## src/design/hcjd_pkg.sv

```systemverilog
// ----------------------------------------------------------------------------
// hcjd_pkg
// Shared constants, codes and controller/datapath bundles for the Hinkley
// cumulative-sum jump detector.
// ----------------------------------------------------------------------------
package hcjd_pkg;

    // default structural sizes
    localparam int SAMPLE_WIDTH_DEF = 32;
    localparam int ACC_WIDTH_DEF    = 48;
    localparam int COUNT_WIDTH_DEF  = 16;

    // fixed register and field widths
    localparam int THR_WIDTH       = 31;
    localparam int MODE_WIDTH      = 2;
    localparam int JUMP_WIDTH      = 2;
    localparam int CFG_INDEX_WIDTH = 2;
    localparam int CFG_DATA_WIDTH  = 32;

    // register indexes
    localparam logic [CFG_INDEX_WIDTH-1:0] CFG_THRESHOLD = 2'd0;
    localparam logic [CFG_INDEX_WIDTH-1:0] CFG_HALF_JUMP = 2'd1;
    localparam logic [CFG_INDEX_WIDTH-1:0] CFG_TEST_MODE = 2'd2;

    // register reset values
    localparam logic [THR_WIDTH-1:0]  THRESHOLD_RST = 31'd13107;
    localparam logic [THR_WIDTH-1:0]  HALF_JUMP_RST = 31'd6554;
    localparam logic [MODE_WIDTH-1:0] TEST_MODE_RST = 2'd2;

    // test modes; any other code tests both directions
    localparam logic [MODE_WIDTH-1:0] MODE_DOWN = 2'd0;
    localparam logic [MODE_WIDTH-1:0] MODE_UP   = 2'd1;

    // jump codes
    localparam logic [JUMP_WIDTH-1:0] JUMP_NONE = 2'd0;
    localparam logic [JUMP_WIDTH-1:0] JUMP_DOWN = 2'd1;
    localparam logic [JUMP_WIDTH-1:0] JUMP_UP   = 2'd2;

    typedef struct packed {
        logic [THR_WIDTH-1:0]  threshold;
        logic [THR_WIDTH-1:0]  half_jump;
        logic [MODE_WIDTH-1:0] test_mode;
    } hcjd_cfg_t;

    typedef struct packed {
        logic load;      // capture the input sample
        logic sum;       // count, mean seed, cumulative sums
        logic test;      // max/min, statistics, jump, divider setup
        logic div_step;  // one quotient bit
        logic div_last;  // final quotient bit, commit the mean
        logic publish;   // move result into the output register
    } hcjd_cmd_t;

    typedef struct packed {
        logic div_needed;
    } hcjd_status_t;

endpackage

```

## src/design/hinkley_cusum_jump_detector_top.sv

```systemverilog
// ----------------------------------------------------------------------------
// hinkley_cusum_jump_detector_top
// Page-Hinkley CUSUM jump detector on signed fixed-point samples.
// ----------------------------------------------------------------------------
// Usage:
//   Samples enter on the in_valid/in_ready channel, one result (jump code and
//   both statistics, taken before any clearing) leaves on out_valid/out_ready
//   for every sample. Registers are written on the cfg channel (index 0
//   threshold, 1 half jump, 2 test mode); cfg_ready is always high, and
//   writes belong in idle periods only.
//   After the input transfer a sample passes the sum and test steps, then the
//   serial mean division when the running mean is updated, then waits to be
//   published. A new sample is taken only once the previous one is published;
//   the restoring divider that computes (sample - mean) / count resolves one
//   quotient bit per cycle.
//   The finished result sits in an output register; a new sample is taken
//   while it waits, and a stalled receiver only holds the next result back
//   in its last step. Reset clears count, mean and sums, loads the default
//   registers (0.2, 0.1, both directions) and empties the output register.
// ----------------------------------------------------------------------------
module hinkley_cusum_jump_detector_top #(
    parameter int SAMPLE_WIDTH = hcjd_pkg::SAMPLE_WIDTH_DEF,
    parameter int ACC_WIDTH    = hcjd_pkg::ACC_WIDTH_DEF,
    parameter int COUNT_WIDTH  = hcjd_pkg::COUNT_WIDTH_DEF
) (
    input  logic                                 clk,
    input  logic                                 rst_n,
    input  logic                                 in_valid,
    output logic                                 in_ready,
    input  logic signed [SAMPLE_WIDTH-1:0]       sample,
    output logic                                 out_valid,
    input  logic                                 out_ready,
    output logic [hcjd_pkg::JUMP_WIDTH-1:0]      jump,
    output logic [ACC_WIDTH-2:0]                 down_statistic,
    output logic [ACC_WIDTH-2:0]                 up_statistic,
    input  logic                                 cfg_valid,
    output logic                                 cfg_ready,
    input  logic [hcjd_pkg::CFG_INDEX_WIDTH-1:0] cfg_index,
    input  logic [hcjd_pkg::CFG_DATA_WIDTH-1:0]  cfg_data
);
    import hcjd_pkg::*;

    hcjd_cfg_t    cfg;
    hcjd_cmd_t    cmd;
    hcjd_status_t status;

    assign cfg_ready = 1'b1;

    hcjd_cfg u_cfg (
        .clk       (clk),
        .rst_n     (rst_n),
        .cfg_valid (cfg_valid),
        .cfg_ready (cfg_ready),
        .cfg_index (cfg_index),
        .cfg_data  (cfg_data),
        .cfg       (cfg)
    );

    hcjd_ctrl #(
        .SAMPLE_WIDTH (SAMPLE_WIDTH)
    ) u_ctrl (
        .clk       (clk),
        .rst_n     (rst_n),
        .in_valid  (in_valid),
        .in_ready  (in_ready),
        .out_valid (out_valid),
        .out_ready (out_ready),
        .status    (status),
        .cmd       (cmd)
    );

    hcjd_dp #(
        .SAMPLE_WIDTH (SAMPLE_WIDTH),
        .ACC_WIDTH    (ACC_WIDTH),
        .COUNT_WIDTH  (COUNT_WIDTH)
    ) u_dp (
        .clk            (clk),
        .rst_n          (rst_n),
        .cmd            (cmd),
        .status         (status),
        .cfg            (cfg),
        .sample         (sample),
        .jump           (jump),
        .down_statistic (down_statistic),
        .up_statistic   (up_statistic)
    );

endmodule

```

## src/design/hcjd_cfg.sv

```systemverilog
// ----------------------------------------------------------------------------
// hcjd_cfg
// Configuration register file: threshold, half jump and test mode.
// ----------------------------------------------------------------------------
module hcjd_cfg (
    input  logic                                 clk,
    input  logic                                 rst_n,
    input  logic                                 cfg_valid,
    input  logic                                 cfg_ready,
    input  logic [hcjd_pkg::CFG_INDEX_WIDTH-1:0] cfg_index,
    input  logic [hcjd_pkg::CFG_DATA_WIDTH-1:0]  cfg_data,
    output hcjd_pkg::hcjd_cfg_t                  cfg
);
    import hcjd_pkg::*;

    hcjd_cfg_t cfg_reg;

    always_ff @(posedge clk or negedge rst_n)
    begin
        if (!rst_n)
        begin
            cfg_reg.threshold <= THRESHOLD_RST;
            cfg_reg.half_jump <= HALF_JUMP_RST;
            cfg_reg.test_mode <= TEST_MODE_RST;
        end
        else if (cfg_valid && cfg_ready)
        begin
            unique case (cfg_index)
                CFG_THRESHOLD: cfg_reg.threshold <= cfg_data[THR_WIDTH-1:0];
                CFG_HALF_JUMP: cfg_reg.half_jump <= cfg_data[THR_WIDTH-1:0];
                CFG_TEST_MODE: cfg_reg.test_mode <= cfg_data[MODE_WIDTH-1:0];
                default:
                begin
                end
            endcase
        end
    end

    assign cfg = cfg_reg;

endmodule

```

## src/design/hcjd_ctrl.sv

```systemverilog
// ----------------------------------------------------------------------------
// hcjd_ctrl
// Sequencer: accept, sum update, test, serial mean division, result hand-off.
// ----------------------------------------------------------------------------
module hcjd_ctrl #(
    parameter int SAMPLE_WIDTH = hcjd_pkg::SAMPLE_WIDTH_DEF
) (
    input  logic                   clk,
    input  logic                   rst_n,
    input  logic                   in_valid,
    output logic                   in_ready,
    output logic                   out_valid,
    input  logic                   out_ready,
    input  hcjd_pkg::hcjd_status_t status,
    output hcjd_pkg::hcjd_cmd_t    cmd
);
    import hcjd_pkg::*;

    // one quotient bit per dividend bit
    localparam int DIV_STEPS = SAMPLE_WIDTH + 1;
    localparam int DCW       = $clog2(DIV_STEPS);

    typedef enum logic [4:0] {
        ST_IDLE = 5'b00001,
        ST_SUM  = 5'b00010,
        ST_TEST = 5'b00100,
        ST_DIV  = 5'b01000,
        ST_HOLD = 5'b10000
    } hcjd_state_t;

    hcjd_state_t    state_reg, state_next;
    logic [DCW-1:0] div_cnt_reg, div_cnt_next;
    logic           out_valid_reg, out_valid_next;
    logic           div_last;
    logic           can_publish;

    assign div_last    = (div_cnt_reg == DCW'(DIV_STEPS - 1));
    assign can_publish = !out_valid_reg || out_ready;

    always_comb
    begin
        state_next   = state_reg;
        div_cnt_next = div_cnt_reg;
        cmd          = '0;
        unique case (state_reg)
            ST_IDLE:
            begin
                if (in_valid)
                begin
                    cmd.load   = 1'b1;
                    state_next = ST_SUM;
                end
            end
            ST_SUM:
            begin
                cmd.sum    = 1'b1;
                state_next = ST_TEST;
            end
            ST_TEST:
            begin
                cmd.test     = 1'b1;
                div_cnt_next = '0;
                state_next   = status.div_needed ? ST_DIV : ST_HOLD;
            end
            ST_DIV:
            begin
                cmd.div_step = 1'b1;
                cmd.div_last = div_last;
                div_cnt_next = div_cnt_reg + DCW'(1);
                if (div_last)
                begin
                    state_next = ST_HOLD;
                end
            end
            ST_HOLD:
            begin
                if (can_publish)
                begin
                    cmd.publish = 1'b1;
                    state_next  = ST_IDLE;
                end
            end
            default:
            begin
                state_next = ST_IDLE;
            end
        endcase
    end

    always_comb
    begin
        if (cmd.publish)
            out_valid_next = 1'b1;
        else if (out_ready)
            out_valid_next = 1'b0;
        else
            out_valid_next = out_valid_reg;
    end

    always_ff @(posedge clk or negedge rst_n)
    begin
        if (!rst_n)
        begin
            state_reg     <= ST_IDLE;
            div_cnt_reg   <= '0;
            out_valid_reg <= 1'b0;
        end
        else
        begin
            state_reg     <= state_next;
            div_cnt_reg   <= div_cnt_next;
            out_valid_reg <= out_valid_next;
        end
    end

    assign in_ready  = (state_reg == ST_IDLE);
    assign out_valid = out_valid_reg;

endmodule

```

## src/design/hcjd_dp.sv

```systemverilog
// ----------------------------------------------------------------------------
// hcjd_dp
// Datapath: count, running mean, saturating cumulative sums with max/min,
// statistics, jump decision, restoring divider and output register.
// ----------------------------------------------------------------------------
module hcjd_dp #(
    parameter int SAMPLE_WIDTH = hcjd_pkg::SAMPLE_WIDTH_DEF,
    parameter int ACC_WIDTH    = hcjd_pkg::ACC_WIDTH_DEF,
    parameter int COUNT_WIDTH  = hcjd_pkg::COUNT_WIDTH_DEF
) (
    input  logic                               clk,
    input  logic                               rst_n,
    input  hcjd_pkg::hcjd_cmd_t                cmd,
    output hcjd_pkg::hcjd_status_t             status,
    input  hcjd_pkg::hcjd_cfg_t                cfg,
    input  logic signed [SAMPLE_WIDTH-1:0]     sample,
    output logic [hcjd_pkg::JUMP_WIDTH-1:0]    jump,
    output logic [ACC_WIDTH-2:0]               down_statistic,
    output logic [ACC_WIDTH-2:0]               up_statistic
);
    import hcjd_pkg::*;

    localparam int S  = SAMPLE_WIDTH;
    localparam int A  = ACC_WIDTH;
    localparam int C  = COUNT_WIDTH;
    localparam int N  = S + 1;                              // dividend bits
    localparam int DW = ((S > THR_WIDTH) ? S : THR_WIDTH) + 2;  // per-sample increment
    localparam int WW = ((A > DW) ? A : DW) + 1;            // pre-saturation sum
    localparam int TW = ((A - 1) > THR_WIDTH) ? (A - 1) : THR_WIDTH;

    localparam logic [WW-1:0] ACC_MAX_W = WW'({(A-1){1'b1}});
    localparam logic [WW-1:0] ACC_MIN_W = ~ACC_MAX_W;

    function automatic logic [A-1:0] sat_acc(input logic [WW-1:0] w);
        logic [A-1:0] r;
        if ($signed(w) > $signed(ACC_MAX_W))
            r = ACC_MAX_W[A-1:0];
        else if ($signed(w) < $signed(ACC_MIN_W))
            r = ACC_MIN_W[A-1:0];
        else
            r = w[A-1:0];
        return r;
    endfunction

    // state
    logic [S-1:0] sample_reg;
    logic [C-1:0] count_reg;
    logic [S-1:0] mean_reg;
    logic [A-1:0] dsum_reg, dmax_reg, usum_reg, umin_reg;

    // pending result and output register
    logic [JUMP_WIDTH-1:0] res_jump_reg, out_jump_reg;
    logic [A-2:0]          res_dstat_reg, res_ustat_reg;
    logic [A-2:0]          out_dstat_reg, out_ustat_reg;

    // divider
    logic [N-1:0] quo_reg;
    logic [C-1:0] rem_reg;
    logic [C-1:0] divisor_reg;
    logic         neg_reg;

    logic do_down, do_up, both;

    // sum stage
    logic [C-1:0]  count_inc;
    logic [S-1:0]  mean_eff;
    logic [DW-1:0] inc_base, inc_down, inc_up;
    logic [WW-1:0] dsum_wide, usum_wide;

    // test stage
    logic [A:0]            ddiff, udiff;
    logic                  dpos, upos;
    logic [A-2:0]          dstat, ustat;
    logic [A-1:0]          dmax_new, umin_new;
    logic                  dgt, ugt;
    logic [JUMP_WIDTH-1:0] jump_code;
    logic [N-1:0]          div_diff, div_mag;

    // divide step
    logic [C:0]   trial, trial_sub;
    logic         q_bit;
    logic [N-1:0] quo_next, q_signed, mean_sum;

    assign do_down = (cfg.test_mode != MODE_UP);
    assign do_up   = (cfg.test_mode != MODE_DOWN);
    assign both    = do_down && do_up;

    // ---- sum stage ----
    assign count_inc = (count_reg == {C{1'b1}}) ? count_reg : count_reg + C'(1);
    assign mean_eff  = (count_inc == C'(1)) ? sample_reg : mean_reg;
    assign inc_base  = DW'($signed(sample_reg)) - DW'($signed(mean_eff));
    assign inc_down  = inc_base + DW'(cfg.half_jump);
    assign inc_up    = inc_base - DW'(cfg.half_jump);
    assign dsum_wide = WW'($signed(dsum_reg)) + WW'($signed(inc_down));
    assign usum_wide = WW'($signed(usum_reg)) + WW'($signed(inc_up));

    // ---- test stage ----
    // max >= sum holds before each update, so one difference gives the
    // statistic, the new extreme and the equality test.
    assign ddiff = (A+1)'($signed(dmax_reg)) - (A+1)'($signed(dsum_reg));
    assign udiff = (A+1)'($signed(usum_reg)) - (A+1)'($signed(umin_reg));
    assign dpos  = !ddiff[A] && (ddiff != '0);
    assign upos  = !udiff[A] && (udiff != '0);

    assign dstat = !dpos ? '0 : (ddiff[A-1] ? {(A-1){1'b1}} : ddiff[A-2:0]);
    assign ustat = !upos ? '0 : (udiff[A-1] ? {(A-1){1'b1}} : udiff[A-2:0]);

    assign dmax_new = ddiff[A] ? dsum_reg : dmax_reg;
    assign umin_new = udiff[A] ? usum_reg : umin_reg;

    assign dgt = TW'(dstat) > TW'(cfg.threshold);
    assign ugt = TW'(ustat) > TW'(cfg.threshold);

    always_comb
    begin
        if (do_down && dgt)
            jump_code = JUMP_DOWN;
        else if (do_up && ugt)
            jump_code = JUMP_UP;
        else
            jump_code = JUMP_NONE;
    end

    // a jump needs a nonzero statistic, so it never coincides with a mean update
    assign status.div_needed = !dpos && !upos && (count_reg != '0);

    assign div_diff = N'($signed(sample_reg)) - N'($signed(mean_reg));
    assign div_mag  = div_diff[N-1] ? (~div_diff + N'(1)) : div_diff;

    // ---- restoring divide step ----
    assign trial     = {rem_reg, quo_reg[N-1]};
    assign trial_sub = trial - {1'b0, divisor_reg};
    assign q_bit     = !trial_sub[C];
    assign quo_next  = {quo_reg[N-2:0], q_bit};
    assign q_signed  = neg_reg ? (~quo_next + N'(1)) : quo_next;
    assign mean_sum  = N'($signed(mean_reg)) + q_signed;

    always_ff @(posedge clk)
    begin
        if (cmd.load)
            sample_reg <= sample;
        if (cmd.test)
        begin
            res_jump_reg  <= jump_code;
            res_dstat_reg <= dstat;
            res_ustat_reg <= ustat;
            quo_reg       <= div_mag;
            rem_reg       <= '0;
            divisor_reg   <= count_reg;
            neg_reg       <= div_diff[N-1];
        end
        else if (cmd.div_step)
        begin
            quo_reg <= quo_next;
            rem_reg <= q_bit ? trial_sub[C-1:0] : trial[C-1:0];
        end
        if (cmd.publish)
        begin
            out_jump_reg  <= res_jump_reg;
            out_dstat_reg <= res_dstat_reg;
            out_ustat_reg <= res_ustat_reg;
        end
    end

    always_ff @(posedge clk or negedge rst_n)
    begin
        if (!rst_n)
        begin
            count_reg <= '0;
            mean_reg  <= '0;
            dsum_reg  <= '0;
            dmax_reg  <= '0;
            usum_reg  <= '0;
            umin_reg  <= '0;
        end
        else if (cmd.sum)
        begin
            count_reg <= count_inc;
            mean_reg  <= mean_eff;
            if (do_down)
                dsum_reg <= sat_acc(dsum_wide);
            if (do_up)
                usum_reg <= sat_acc(usum_wide);
        end
        else if (cmd.test)
        begin
            if (jump_code == JUMP_NONE)
            begin
                dmax_reg <= dmax_new;
                umin_reg <= umin_new;
            end
            else
            begin
                count_reg <= '0;
                if (both)
                begin
                    dsum_reg <= '0;
                    dmax_reg <= '0;
                    usum_reg <= '0;
                    umin_reg <= '0;
                    mean_reg <= sample_reg;
                end
                else if (jump_code == JUMP_DOWN)
                begin
                    dsum_reg <= '0;
                    dmax_reg <= '0;
                    umin_reg <= umin_new;
                end
                else
                begin
                    usum_reg <= '0;
                    umin_reg <= '0;
                    dmax_reg <= dmax_new;
                end
            end
        end
        else if (cmd.div_last)
        begin
            mean_reg <= mean_sum[S-1:0];
        end
    end

    assign jump           = out_jump_reg;
    assign down_statistic = out_dstat_reg;
    assign up_statistic   = out_ustat_reg;

endmodule

```

## config.mk

```make
export PLATFORM = sky130hd
export DESIGN_NAME = hinkley_cusum_jump_detector_top
export DESIGN_NICKNAME = d
export VERILOG_FILES = /design/src/design/hcjd_pkg.sv /design/src/design/hinkley_cusum_jump_detector_top.sv /design/src/design/hcjd_cfg.sv /design/src/design/hcjd_ctrl.sv /design/src/design/hcjd_dp.sv
export SDC_FILE = /design/constraint.sdc
export NUM_CORES = 2
export LEC_CHECK = 0
export ABC_AREA = 1
export BUFFER_PORTS_ARGS = -buffer_cell sky130_fd_sc_hd__buf_2
export CAP_MARGIN = 15
export CORE_MARGIN = 8
export CORE_UTILIZATION = 62
export CTS_CLUSTER_SIZE = 8
export DETAILED_ROUTE_END_ITERATION = 7
export PLACE_DENSITY_LB_ADDON = 0.12
export SETUP_SLACK_MARGIN = 0.3
export SLEW_MARGIN = 15
export SYNTH_ARGS = -nofsm -noshare
export SYNTH_HDL_FRONTEND = slang
export SYNTH_SLANG_ARGS = --single-unit
```

## constraint.sdc

```tcl
create_clock -name clk -period 23.6 [get_ports clk]
set_clock_uncertainty 0.05 [all_clocks]
set_input_delay 2.36 -clock clk [delete_from_list [all_inputs] [get_ports clk]]
set_output_delay 2.36 -clock clk [all_outputs]
set_load 0.02 [all_outputs]
```

---- Word-level counts from Yosys, hierarchy flattened ----
Index checks and enable logic that the tools add are counted.
cells by class
  $add $sub $neg .......................... 14
  $mul .................................... 0
  div/mod/pow operators ................... 0
  order comparisons ....................... 6
  equality and inequality tests ........... 21
  shifts and indexed selects .............. 0
  mux-type cells .......................... 60
  bitwise gates (word level) .............. 3
  reduce and logical (&&, ||, !) cells .... 35
operator list
  kind                                                                               number
  48-bit 2-to-1 mux                                                                  24
  32-bit 2-to-1 mux                                                                  7
  47-bit 2-to-1 mux                                                                  4
  33-bit 2-to-1 mux                                                                  3
  48-bit by 34-bit adder with 49-bit output                                          2
  49-bit by 48-bit greater-than comparator with 1-bit output, second input constant  2
  49-bit by 48-bit < comparator with 1-bit output, second input constant             2
  49-bit nonzero test                                                                2
  48-bit by 48-bit subtractor with 49-bit output                                     2
  47-bit by 31-bit greater-than comparator with 1-bit output                         2
  16-bit 2-to-1 mux                                                                  5
  32-bit by 32-bit subtractor with 33-bit output                                     2
  34-bit by 31-bit adder with 34-bit output                                          1
  34-bit by 31-bit subtractor with 34-bit output                                     1
  33-bit by 1-bit adder with 33-bit output, second input constant                    1
  33-bit inverter                                                                    1
  32-bit by 1-bit adder with 32-bit output, second input constant                    1
  32-bit adder                                                                       1
  32-bit inverter                                                                    1
  5-bit case mux with 5 select lines                                                 1
  5-bit 2-to-1 mux                                                                   4
  17-bit by 16-bit subtractor with 17-bit output                                     1
  16-bit by 1-bit adder with 16-bit output, second input constant                    1
  16-bit by 1-bit equality test with 1-bit output, second input constant             1
  29 further kinds                                                                   67
word-level totals
  flip-flop bits (word level) ............. 606
  latch bits .............................. 0
  RAM bits ................................ 0
  memory bits (read-only) ................. 0
  input port bits ......................... 71
  output and inout port bits .............. 99
  word-level logic and storage cells ...... 162
  memories ................................ 0

---- Depth between registers and ports, before layout ----
  depth in word-level cells ............... 14
  depth in mapped cells ................... 67
  gate-level depth less buffers ........... 62

---- Cells and area by module ----
A second synthesis with hierarchy kept.
second synthesis, totals
  cells, all modules ...................... 7252
  area total of the unflattened synthesis .. 50721.1 µm²
modules (own cells, without submodules)
  module                           times used  cells each  area each (µm²)  sequential area each (µm²)
  hcjd_dp                          1           6871        47445.5          14554.0
  hcjd_cfg                         1           285         2566.2           1621.6
  hcjd_ctrl                        1           94          698.2            301.5
  hinkley_cusum_jump_detector_top  1           2           11.3             0.0

---- Worst setup path before layout ----
OpenSTA, ideal clock, no wires.
  path kind ............................... reg2reg
  start ................................... register u_dp.count_reg[1]
  end ..................................... register u_dp.dsum_reg[45]
  library setup time ...................... 0.116 ns
  arrival ................................. 8.575 ns
  required time ........................... 23.434 ns
  setup slack ............................. 14.858 ns
  stages on the path, launching flop included .. 61
  path buffers ............................ 6
  clock period less this slack ............ 8.742 ns
  path through ............................ dfrtp_1 ha_1 inv_1 nor3_2 nand2_1 nor2_2 inv_1 buf_6 nor2_1 a21oi_2 nand3_1 nor2_1 nand2_1 buf_6 clkbuf_1 clkbuf_1 o21ai_0 ha_1 [25 not listed] nand2_1 inv_1 ha_1 a21oi_1 inv_1 a31oi_1 o221ai_1 a31oi_1 nand3_1 nand3b_1 o2111ai_1 xor2_1 nand2_1 inv_1 clkbuf_1 o21ai_0 nand2_1 nand2_1
between the ends
  longest elaborated chain between the ends .. 12
  elaborated cells on any way between the ends .. 14
  those cells by class .................... add/sub: 4; order compare: 2; eq/ne: 2; mux: 6
ends and longest elaborated chain
  what                                                                                     line            source
  start, declared                                                                          hcjd_dp.sv:47   logic [C-1:0] count_reg;
  start signal, assigned                                                                   hcjd_dp.sv:178  count_reg <= count_inc;
  16-bit by 1-bit adder with 16-bit output / 16-bit equality test (equally long branches)  hcjd_dp.sv:89   assign count_inc = (count_reg == {C{1'b1}}) ? count_reg : count_reg + C'(1);
  16-bit 2-to-1 mux *                                                                      hcjd_dp.sv:89
  16-bit by 1-bit equality test with 1-bit output *                                        hcjd_dp.sv:90   assign mean_eff = (count_inc == C'(1)) ? sample_reg : mean_reg;
  32-bit 2-to-1 mux *                                                                      hcjd_dp.sv:90
  32-bit by 32-bit subtractor with 33-bit output *                                         hcjd_dp.sv:91   assign inc_base = DW'($signed(sample_reg)) - DW'($signed(mean_eff));
  34-bit by 31-bit adder with 34-bit output *                                              hcjd_dp.sv:92   assign inc_down = inc_base + DW'(cfg.half_jump);
  48-bit by 34-bit adder with 49-bit output *                                              hcjd_dp.sv:94   assign dsum_wide = WW'($signed(dsum_reg)) + WW'($signed(inc_down));
  49-bit by 48-bit < comparator with 1-bit output                                          hcjd_dp.sv:38   else if ($signed(w) < $signed(ACC_MIN_W))
  48-bit 2-to-1 mux                                                                        hcjd_dp.sv:38
  48-bit 2-to-1 mux *                                                                      hcjd_dp.sv:36   if ($signed(w) > $signed(ACC_MAX_W))
  48-bit 2-to-1 mux *                                                                      hcjd_dp.sv:180  if (do_down)
  48-bit 2-to-1 mux *                                                                      hcjd_dp.sv:176  else if (cmd.sum)
  end signal, assigned                                                                     hcjd_dp.sv:181  dsum_reg <= sat_acc(dsum_wide);
  end, declared                                                                            hcjd_dp.sv:49   logic [A-1:0] dsum_reg, dmax_reg, usum_reg, umin_reg;
Every way passes the cells marked *; elsewhere a longest branch is shown, timed or not. The select of a mux whose other input is x is not followed.
A chain may end at the register's enable or synchronous reset.

---- Worst setup path after layout ----
  start ................................... register u_dp.count_reg[1]
  end ..................................... register u_dp.dsum_reg[0]
Same word-level chain as after synthesis.

==> summary.md <==
| Metric | Value |
|---|---|
| Status | `finished clean` |
| Largest net degree at the start of global routing | `112` |
| Ports | `170` |
| Total die area | `roughly 93000 sq um` |
| Final nets | `~8100` |
| Final setup violation count | `0` |
| Fin. max-slew vios | `0` |
| Yosys warns | `0` |
| Mean post-synth cell area | `6.95 sq um` |
| Max reg flops | `64` |
| Met1 wire length | `69400 um` |
| Clock buffer depth | `3` |
| DR vias/cell | `5.83` |
| Startpoint Class | `flip-flop` |
| Post-Place Worst Slack | `12.17 ns` |
| GR Util All Layers | `33.7%` |
| Seq/Total Area, Yosys | `between 30% and 40%` |
| DRT antenna net count | `0` |
| Die W | `305 um` |
| Antenna violations before repair | `2` |
| Post-Route WL | `163000 um` |
| Final period util | `49.2%` |
| # fillers | `7358` |
| Critical Path RT | `24.15 ns` |
| Clk_lat worst skew | `0.68 ns` |
| Final hold violations | `0` |
| DR DRC count | `0` |
| DR vias | `roughly 51000` |
| 1st-pass router iterations | `8` |
| Sum Neg Setup Slack | `0 ns` |
| Layout cells sized above 1 | `5.60%` |
| Vias in the first global route | `~47000` |
| Slowest-stage cell, CP | `clkinv_1` |
| PortBufs | `167` |
| Row Count | `roughly 110` |
| Primary FF master, synth | `dfrtp_1` |
| Total grt overflow | `0` |
| Tightest Pin Transition | `1.06 ns` |
| Area growth syn-to-layout | `7.89%` |
| Min-Delay Path Class | `reg2reg` |
| Reg2Reg Launch Point | `u_dp.count_reg[1]` |
| Reg2reg path depth | `56` |
| Top layer in use | `met4` |
| Core area | `about 83000 sq um` |
| Synth async-reset ratio | `52.1%` |
| Setup crit end kind | `flip-flop` |
| Post-CTS Hold Buffers | `0` |
| Maxcap violations | `0` |
| Final WS setup | `12.00 ns` |
| Critical R2R Capture | `u_dp.dsum_reg[0]` |
| Slowest stage delay, CP | `approximately 0.6 ns` |
| Die Y | `305 um` |
| WL met2 | `73200 um` |
| Post-CTS sizing | `0` |
| Num CTS Buffers | `86` |
| CTS tree | `done` |
| Clock sink count | `606` |
| Clock Root Buffer | `clkbuf_16` |
| Post-CTS Setup Repair Bufs | `0` |
| Clk slew on worst S/H paths | `0.06 ns` |
| Post-synthesis register bit count | `606` |
| Most used cell, CP | `nand2_1` |
| WHS Endpoint | `u_dp.jump[0]` |
| Metal3 WL | `13300 um` |
| EDFF count, synth | `274` |
| Reg-to-reg setup timing slack | `between 10 and 15 ns` |
| Critical path arrival | `12.15 ns` |
| RSZ-0062 raised after global routing | `false` |
| H-tree Lvls | `3` |
| Post-DR wirelength/cell | `18.7 um` |
| Mapped cell area | `51900 sq um` |
| Slew margin rel. | `28.8%` |
| Instance count of the mapped netlist | `7474` |
| Starting DRT DRC Count | `4731` |
| Yosys cell types | `between 70 and 80` |
| Period minus WS final | `11.60 ns` |
| Hold Path Depth | `0` |
| Post-DP HPWL | `128000 um` |
| Net count after synthesis | `7986` |
| Starting density of the core | `62.3%` |
| Crit Path Max Fanout | `76` |
| Fmax | `86.2 MHz` |
| Hold Startpoint | `u_dp.res_jump_reg[0]` |
| GP Congestion | `0.993` |
| First-pass GRT wire length | `roughly 250000 um` |
| Setup CP Type | `reg2reg` |
## area by class of cell
cell class              count  area (sq um)  area share (%)
multi-input cells        5598         30500            54.5
flip-flops and latches    606         16500            29.4
inverters                1071          4020            7.18
clock buffers             137          2400            4.28
well taps                1080          1350            2.41
repair buffers            203          1160            2.06
clock inverters             6          88.8           0.159
diodes                      1          2.50         0.00447
## Yosys cell counts, drive strengths merged (9+ instances only)
master | n | area (sq um)
xor2 | 219 | 1940
o211ai | 48 | 360
o21a | 19 | 143
xnor2 | 83 | 727
nor3 | 76 | 395
o221ai | 33 | 289
nand4 | 143 | 895
ha | 431 | 5390
fa | 10 | 200
a31oi | 75 | 469
and3 | 9 | 56.3
o21bai | 35 | 278
nand2 | 2162 | 8280
a211oi | 9 | 67.6
inv | 1068 | 4010
o31ai | 9 | 67.6
nor4 | 19 | 119
or2 | 9 | 56.3
clkbuf | 138 | 519
a21boi | 26 | 195
buf | 60 | 435
nor2 | 621 | 2370
nand3b | 27 | 203
a21oi | 557 | 2800
nand3 | 338 | 1780
dfstp | 17 | 447
edfxtp | 274 | 8230
dfrtp | 299 | 7480
dfxtp | 16 | 320
a21o | 15 | 113
o21ai | 583 | 2920
## per-stage QoR
| stage | util, % | hold WS (ns) | area, sq um | std cells |
|---|---|---|---|---|
| after floorplan | - | 0.350 | 51900 | 7474 |
| after global placement | 64.2 | 0.351 | 53500 | 8555 |
| after detailed placement | 64.2 | 0.355 | 53500 | 8555 |
| after CTS | 67.2 | 0.362 | 56000 | 8698 |
| after global routing | 67.3 | 0.361 | 56000 | 8702 |
| final | 67.3 | 0.357 | 56000 | 8702 |
## worst max-delay path by stage
stage	slack (ns)	to	from	cells past startpoint
2_1_floorplan	14.86	u_dp.dsum_reg[45]	u_dp.count_reg[1]	60
3_3_place_gp	12.40	u_dp.dsum_reg[45]	u_dp.count_reg[1]	55
3_5_place_dp	12.17	u_dp.dsum_reg[45]	u_dp.count_reg[1]	55
4_1_cts	12.04	u_dp.dsum_reg[46]	u_dp.count_reg[1]	55
5_1_grt	10.86	u_dp.dsum_reg[0]	u_dp.count_reg[1]	58
6_report	12.00	u_dp.dsum_reg[0]	u_dp.count_reg[1]	56
## per-layer routing
layer  up-vias  track usage (%)
li1      24800                -
met1     23500             45.5
met2      2176             54.4
met3       339             4.78
met4         0             13.7
met5         -                0
## cell usage in the layout, fill, tap and decap left out, drive strengths merged, types with 33 or more instances in the layout
cell	n
nand2	2162
nor3	76
o211ai	48
nor2	621
a21oi	557
a31oi	75
dfrtp	299
inv	1070
ha	431
nand3	338
o21ai	583
clkbuf	137
o221ai	33
xnor2	83
xor2	219
edfxtp	274
o21bai	35
nand4	143
buf	203
## cells by family after synthesis
kind of cell	count (synthesis)	synth area share, %
fa+ha+maj	441	10.8
buf+inv	1270	9.60
simple gates	3411	27.3
mux	2	0.0386
flops	606	31.7
compound gates	1441	15.4
other cells	1	0.00722
xor+xnor	302	5.13
## critical path, delay by kind of cell (launching register included)
kind                     cells  cell delay (ns)
buffers and inverters       10             2.68
flip-flops                   1             0.44
adder cells (fa/ha/maj)      5             1.77
XOR/XNOR                     2             0.43
AO/OA/AOI/OAI               16             3.16
AND/OR/NAND/NOR             23             2.95
Power is not shown: default switching activity piles up to over one toggle a cycle in this logic, so the estimate is an artifact.
